$ cat src/rtl/core/altitude_pid_filtered_derivative_top_defines.svh
// ----------------------------------------------------------------------------
// Assertion helpers shared by the altitude PID core.
// Both forms are clocked on clk and switched off while rst is high.
// ----------------------------------------------------------------------------
`ifndef ALTITUDE_PID_FILTERED_DERIVATIVE_TOP_DEFINES_SVH
`define ALTITUDE_PID_FILTERED_DERIVATIVE_TOP_DEFINES_SVH

// consequent checked in the same cycle as the antecedent
`define APFD_ASSERT_NOW(lbl, ante, cons, msg) \
  lbl: assert property (@(posedge clk) disable iff (rst) (ante) |-> (cons)) \
    else $error(msg);

// consequent checked in the cycle after the antecedent
`define APFD_ASSERT_NEXT(lbl, ante, cons, msg) \
  lbl: assert property (@(posedge clk) disable iff (rst) (ante) |=> (cons)) \
    else $error(msg);

`endif

$ cat src/rtl/core/apfd_pkg.sv
// ----------------------------------------------------------------------------
// apfd_pkg
// Widths, constants, register indexes, sequencer states and divider
// request/response types for the altitude PID core.
// ----------------------------------------------------------------------------
`default_nettype none

package apfd_pkg;

  localparam int VALUE_WIDTH   = 32;
  localparam int FRACTION_BITS = 16;
  localparam int TIME_W        = 32;

  localparam int US_PER_S   = 1000000;
  localparam int US_W       = $clog2(US_PER_S + 1);
  localparam int DT_DEFAULT = 10000;
  localparam int DT_MAX     = 100000;
  localparam int DT_W       = $clog2(DT_MAX + 1);

  localparam int ALPHA_W  = FRACTION_BITS + 1;
  localparam int ILIM_W   = VALUE_WIDTH - 1;
  localparam int PROD_W   = 2 * VALUE_WIDTH;
  localparam int ACC_W    = VALUE_WIDTH + FRACTION_BITS + 2;
  localparam int SUM_W    = VALUE_WIDTH + 2;
  localparam int WIDE_W   = VALUE_WIDTH + 4;

  // divider: two quotient bits per cycle, so the dividend width is even
  localparam int DIV_W     = 2 * ((VALUE_WIDTH + US_W + 3) / 2);
  localparam int DIV_STEPS = DIV_W / 2;
  localparam int DIV_CNT_W = $clog2(DIV_STEPS);

  localparam int REG_IDX_W = 3;
  localparam logic [REG_IDX_W-1:0] REG_ALTITUDE_TARGET  = 3'd0;
  localparam logic [REG_IDX_W-1:0] REG_GAIN_P           = 3'd1;
  localparam logic [REG_IDX_W-1:0] REG_GAIN_I           = 3'd2;
  localparam logic [REG_IDX_W-1:0] REG_GAIN_D           = 3'd3;
  localparam logic [REG_IDX_W-1:0] REG_INTEGRAL_LIMIT   = 3'd4;
  localparam logic [REG_IDX_W-1:0] REG_DRIVE_LIMIT      = 3'd5;
  localparam logic [REG_IDX_W-1:0] REG_SMOOTHING_WEIGHT = 3'd6;

  localparam logic [VALUE_WIDTH-1:0] RST_GAIN_P           = VALUE_WIDTH'(6554);
  localparam logic [ILIM_W-1:0]      RST_INTEGRAL_LIMIT   = ILIM_W'(655360);
  localparam logic [VALUE_WIDTH-1:0] RST_DRIVE_LIMIT      = VALUE_WIDTH'(6553600);
  localparam logic [ALPHA_W-1:0]     RST_SMOOTHING_WEIGHT = ALPHA_W'(13107);

  typedef enum logic [4:0] {
    ST_IDLE,
    ST_IMUL,
    ST_IDIV_GO,
    ST_IDIV,
    ST_IUPD,
    ST_DDIV_GO,
    ST_DDIV,
    ST_FMUL0,
    ST_FMUL1,
    ST_FACC,
    ST_FUPD,
    ST_GMUL_P,
    ST_GMUL_I,
    ST_GMUL_D,
    ST_GTERM,
    ST_GSUM,
    ST_FINAL
  } apfd_state_t;

  typedef struct packed {
    logic             start;
    logic [DIV_W-1:0] num;
    logic [US_W-1:0]  den;
  } div_req_t;

  typedef struct packed {
    logic             done;
    logic [DIV_W-1:0] quot;
  } div_rsp_t;

endpackage

`default_nettype wire

$ cat src/rtl/core/apfd_div.sv
// ----------------------------------------------------------------------------
// apfd_div
// Unsigned restoring divider, two quotient bits per cycle. A start pulse
// loads the operands; done pulses for one cycle with the quotient.
// ----------------------------------------------------------------------------
`default_nettype none

module apfd_div (
  input  logic               clk,
  input  logic               rst,
  input  apfd_pkg::div_req_t req,
  output apfd_pkg::div_rsp_t rsp
);

  localparam int DW   = apfd_pkg::DIV_W;
  localparam int RW   = apfd_pkg::US_W;
  localparam int CW   = apfd_pkg::DIV_CNT_W;
  localparam logic [CW-1:0] LAST = CW'(apfd_pkg::DIV_STEPS - 1);

  logic          busy;
  logic          done;
  logic [CW-1:0] cnt;
  logic [DW-1:0] work;
  logic [RW-1:0] rem;
  logic [RW-1:0] den;

  logic [RW:0]   t1, t2, s1, s2;
  logic          ge1, ge2;
  logic [RW-1:0] r1, r2;
  logic [DW-1:0] work_next;

  // work shifts dividend bits out at the top and quotient bits in at the bottom
  always_comb begin
    t1  = {rem, work[DW-1]};
    s1  = t1 - {1'b0, den};
    ge1 = (t1 >= {1'b0, den});
    r1  = ge1 ? s1[RW-1:0] : t1[RW-1:0];
    t2  = {r1, work[DW-2]};
    s2  = t2 - {1'b0, den};
    ge2 = (t2 >= {1'b0, den});
    r2  = ge2 ? s2[RW-1:0] : t2[RW-1:0];
    work_next = {work[DW-3:0], ge1, ge2};
  end

  always_ff @(posedge clk) begin
    if (rst) begin
      busy <= 1'b0;
      done <= 1'b0;
    end else begin
      done <= 1'b0;
      if (req.start) begin
        busy <= 1'b1;
      end else if (busy && (cnt == LAST)) begin
        busy <= 1'b0;
        done <= 1'b1;
      end
    end
  end

  always_ff @(posedge clk) begin
    if (req.start) begin
      work <= req.num;
      rem  <= '0;
      den  <= req.den;
      cnt  <= '0;
    end else if (busy) begin
      work <= work_next;
      rem  <= r2;
      cnt  <= cnt + 1'b1;
    end
  end

  assign rsp.done = done;
  assign rsp.quot = work;

endmodule

`default_nettype wire

$ cat config.mk
export PLATFORM = sky130hd
export DESIGN_NAME = apfd_div
export DESIGN_NICKNAME = d
export VERILOG_FILES = /design/src/rtl/core/altitude_pid_filtered_derivative_top_defines.svh /design/src/rtl/core/apfd_pkg.sv /design/src/rtl/core/apfd_div.sv
export SDC_FILE = /design/constraint.sdc
export NUM_CORES = 1
export LEC_CHECK = 0
export ABC_AREA = 1
export BUFFER_PORTS_ARGS = -buffer_cell sky130_fd_sc_hd__buf_2
export CORE_MARGIN = 5
export CORE_UTILIZATION = 45
export CTS_CLUSTER_DIAMETER = 30
export DETAILED_ROUTE_END_ITERATION = 16
export PLACE_DENSITY = 0.7
export SLEW_MARGIN = 20
export SYNTH_ARGS = -nofsm -noshare
export SYNTH_HDL_FRONTEND = slang
export SYNTH_SLANG_ARGS = --single-unit
$ cat constraint.sdc
create_clock -name clk -period 3.6 [get_ports clk]
set_input_delay 0.54 -clock clk [delete_from_list [all_inputs] [get_ports clk]]
set_output_delay 0.54 -clock clk [all_outputs]
set_load 0.03 [all_outputs]
==> impl_metrics.json <==
{
  "status": "finished with violations",
  "violations": "negative setup slack",
  "setup_ws_ps": -297.2,
  "slowest_stage": "edfxtp_1",
  "wl_per_cell_um": 16.40,
  "utilization_pct": 69.12,
  "finalCritPeriodShare_pct": 108.3,
  "drt-initial-drc-count": 602,
  "htree_levels": 3,
  "path_clk_slew_ps": 70,
  "startpoint": "work[53]",
  "power_mw": 9.653,
  "ys_warn_count": 0,
  "reg2reg_from": "work[53]",
  "coreArea_sq_um": 15090,
  "maxCapViolations": 0,
  "hpwlAfterDp_mm": 15.84,
  "power_density_nw_per_um2": 925.5,
  "place_inst": 1395,
  "async_reset_ff_share_pct": 0,
  "cts_root_buf": "clkbuf_16",
  "netlist_area_sq_um": 6870,
  "fillers": 1117,
  "dieArea_sq_um": 17840,
  "dieWidth_um": 133.6,
  "slew_headroom_pct": 47.22,
  "vias": 7547,
  "fmax_mhz": 256.6,
  "hold_violations": 0,
  "numCtsBuffers": 9,
  "grt_pass1_vias": 7539,
  "rsz0062_at_grt": "yes",
  "syn-num-nets": 1070,
  "grt_pass1_wl_mm": 36.13,
  "cp.depth": 30,
  "avgSynthCellArea_sq_um": 7.240,
  "crit_buf_inv": 5,
  "yosys.cell_count.top_type": "nand2_1",
  "rows": 45,
  "gp_congestion": 0.9022,
  "start_util_pct": 45.53,
  "synthesis.instances": 949,
  "hold_class": "input port to register",
  "drc": 0,
  "slew_viol_final": 0,
  "synth_commonest_cells": "nand2_1 (423), inv_1 (125), edfxtp_1 (74), nand3_1 (49), ha_1 (42)",
  "wl_mm": 23.83,
  "cts_buffer_depth": 2,
  "fin_nets": 1380,
  "report.final.setup_viol": 21,
  "synth.distinct_cells": 37,
  "r2r_slack_ps": -300,
  "r2r-end": "rem[17]",
  "postRouteAntennaNets": 0,
  "ys_top_cells_by_area": "edfxtp_1 (32%), nand2_1 (23%), dfxtp_1 (7.9%)",
  "seq_area_frac_synth_pct": 40.21,
  "track_usage_pct": 25.14,
  "start_kind": "register",
  "critPathArrivalTime_ps": 4140,
  "grt_max_degree": 68,
  "path_delay_family": "simple AND/OR/NAND/NOR gates",
  "cp_common_cell": "nand2_4",
  "r2r_cells": 30,
  "ys.flop_type": "edfxtp_1",
  "holdBufCountCts": 0,
  "cp-end-kind": "register",
  "max_stage_delay_ps": 450,
  "crit_end": "rem[17]",
  "yosys.area.top_type": "edfxtp_1",
  "power_leakage_nw": 5.311,
  "layout-drive-gt1-share_pct": 41.46,
  "cts_tree": "built",
  "critPathMaxFanout": 8,
  "synth_top_area_share_pct": 32.34,
  "viasPerCell": 5.194,
  "cts.sink_count": 101,
  "clk_latency_ps": 350,
  "final_cell_count_no_fill": 1453,
  "synth-seq-cells": 101,
  "tightestPinTransition_ps": 790.8,
  "die_h_um": 133.6,
  "port-buffer-count": 131,
  "globalRouteOverflowTotal": 0,
  "syn_to_final_growth_pct": 51.81,
  "first_pass_iters": 5,
  "synth_edf_count": 74,
  "post-place-ws_ps": -341.6,
  "io_pins": 132,
  "crit_type": "register to register",
  "required_ps": 3840,
  "antenna_found_initial": 1,
  "fin_skew_ps": 4.367,
  "period_minus_slack_ps": 3897,
  "ir_drop_uv": 479.1
}
[flip-flops by register name, indices dropped and copies added (netlist names)]
register / cells
den: 20
work: 54
rem: 20
busy: 1
done: 1
cnt: 5
[power breakdown]
group / internal (mW) / switching [mW] / leakage [nW]
sequential: 1.43 / 0.143 / 0.971
combinational: 3.36 / 3.69 / 4.19
clock: 0.556 / 0.465 / 0.151
[per-stage QoR]
step	area, sq um	hold slack, ps	TNS [ps]
2_1_floorplan	6877	423.2	0
3_3_place_gp	8790	450.5	-5513
3_5_place_dp	8790	455.4	-6672
4_1_cts	10110	353.2	-31.51
5_1_grt	10430	352.5	-9540
6_report	10430	358.0	-5614
[area by class of cell]
| cell class | instances | area, sq um | share of cell area (%) |
|---|---|---|---|
| Antenna cell | 1 | 2.502 | 0.02399 |
| Clock buffer | 9 | 225.2 | 2.159 |
| Clock inverter | 7 | 91.34 | 0.8757 |
| Inverter | 127 | 479.2 | 4.595 |
| Multi-Input combinational cell | 694 | 4387 | 42.06 |
| Sequential cell | 101 | 2763 | 26.49 |
| Tap cell | 188 | 235.2 | 2.255 |
| Timing Repair Buffer | 326 | 2247 | 21.55 |
[logic make-up after synthesis]
logic type / count (synthesis) / share of synthesized area, %
flops: 101 / 40.21
simple gates: 556 / 33.51
fa+ha+maj: 44 / 8.232
buf+inv: 154 / 9.251
xor+xnor: 26 / 3.315
compound gates: 68 / 5.482
[routing by layer]
| metal | global-route usage [%] | share of wire [%] |
|---|---|---|
| met4 | 10.63 | 4.8 |
| met3 | 5.325 | 8.4 |
| met1 | 30.53 | 39 |
| met5 | 0 | 0 |
| met2 | 43.28 | 48 |
[cell usage in the layout, fill, tap and decap left out, drive strengths merged, types with 2 or more instances in the layout]
master  instances
a21boi          2
a21oi          31
a31oi           2
buf           326
clkbuf          9
clkinv          2
dfxtp          27
edfxtp         74
fa              2
ha             42
inv           130
nand2         428
nand3          53
nand3b          5
nand4           9
nor2           44
nor3            8
o21ai          23
o21bai          7
or2             8
xnor2          20
xor2            6
[worst reg2reg max path: cells and delay by family (launching register included)]
| kind | cells | cell delay, ps |
|---|---|---|
| AOI/OAI and AO/OA | 1 | 170 |
| and+or+nand+nor | 20 | 1720 |
| DFF | 1 | 450 |
| adders and majority gates | 3 | 830 |
| xor gates and xnor gates | 1 | 190 |
| buffers and inverters | 5 | 430 |
[what timing repair did]
action	CTS	global route
gates resized for setup	143	63
setup endpoints to repair	21	21
pin swaps	15	43
setup buffers	27	12
cloned	4	0
[worst min-delay path by stage]
stage | from | to | slack (ps) | cells after the start
floorplan | cnt[4] | cnt[4] | 420 | 1
global placement | cnt[4] | cnt[4] | 450 | 1
detailed placement | cnt[4] | cnt[4] | 460 | 1
CTS | req[7] | den[7] | 350 | 1
global route | req[8] | den[8] | 350 | 1
finish | req[7] | den[7] | 360 | 1
Power figures use the tool's default switching activity.
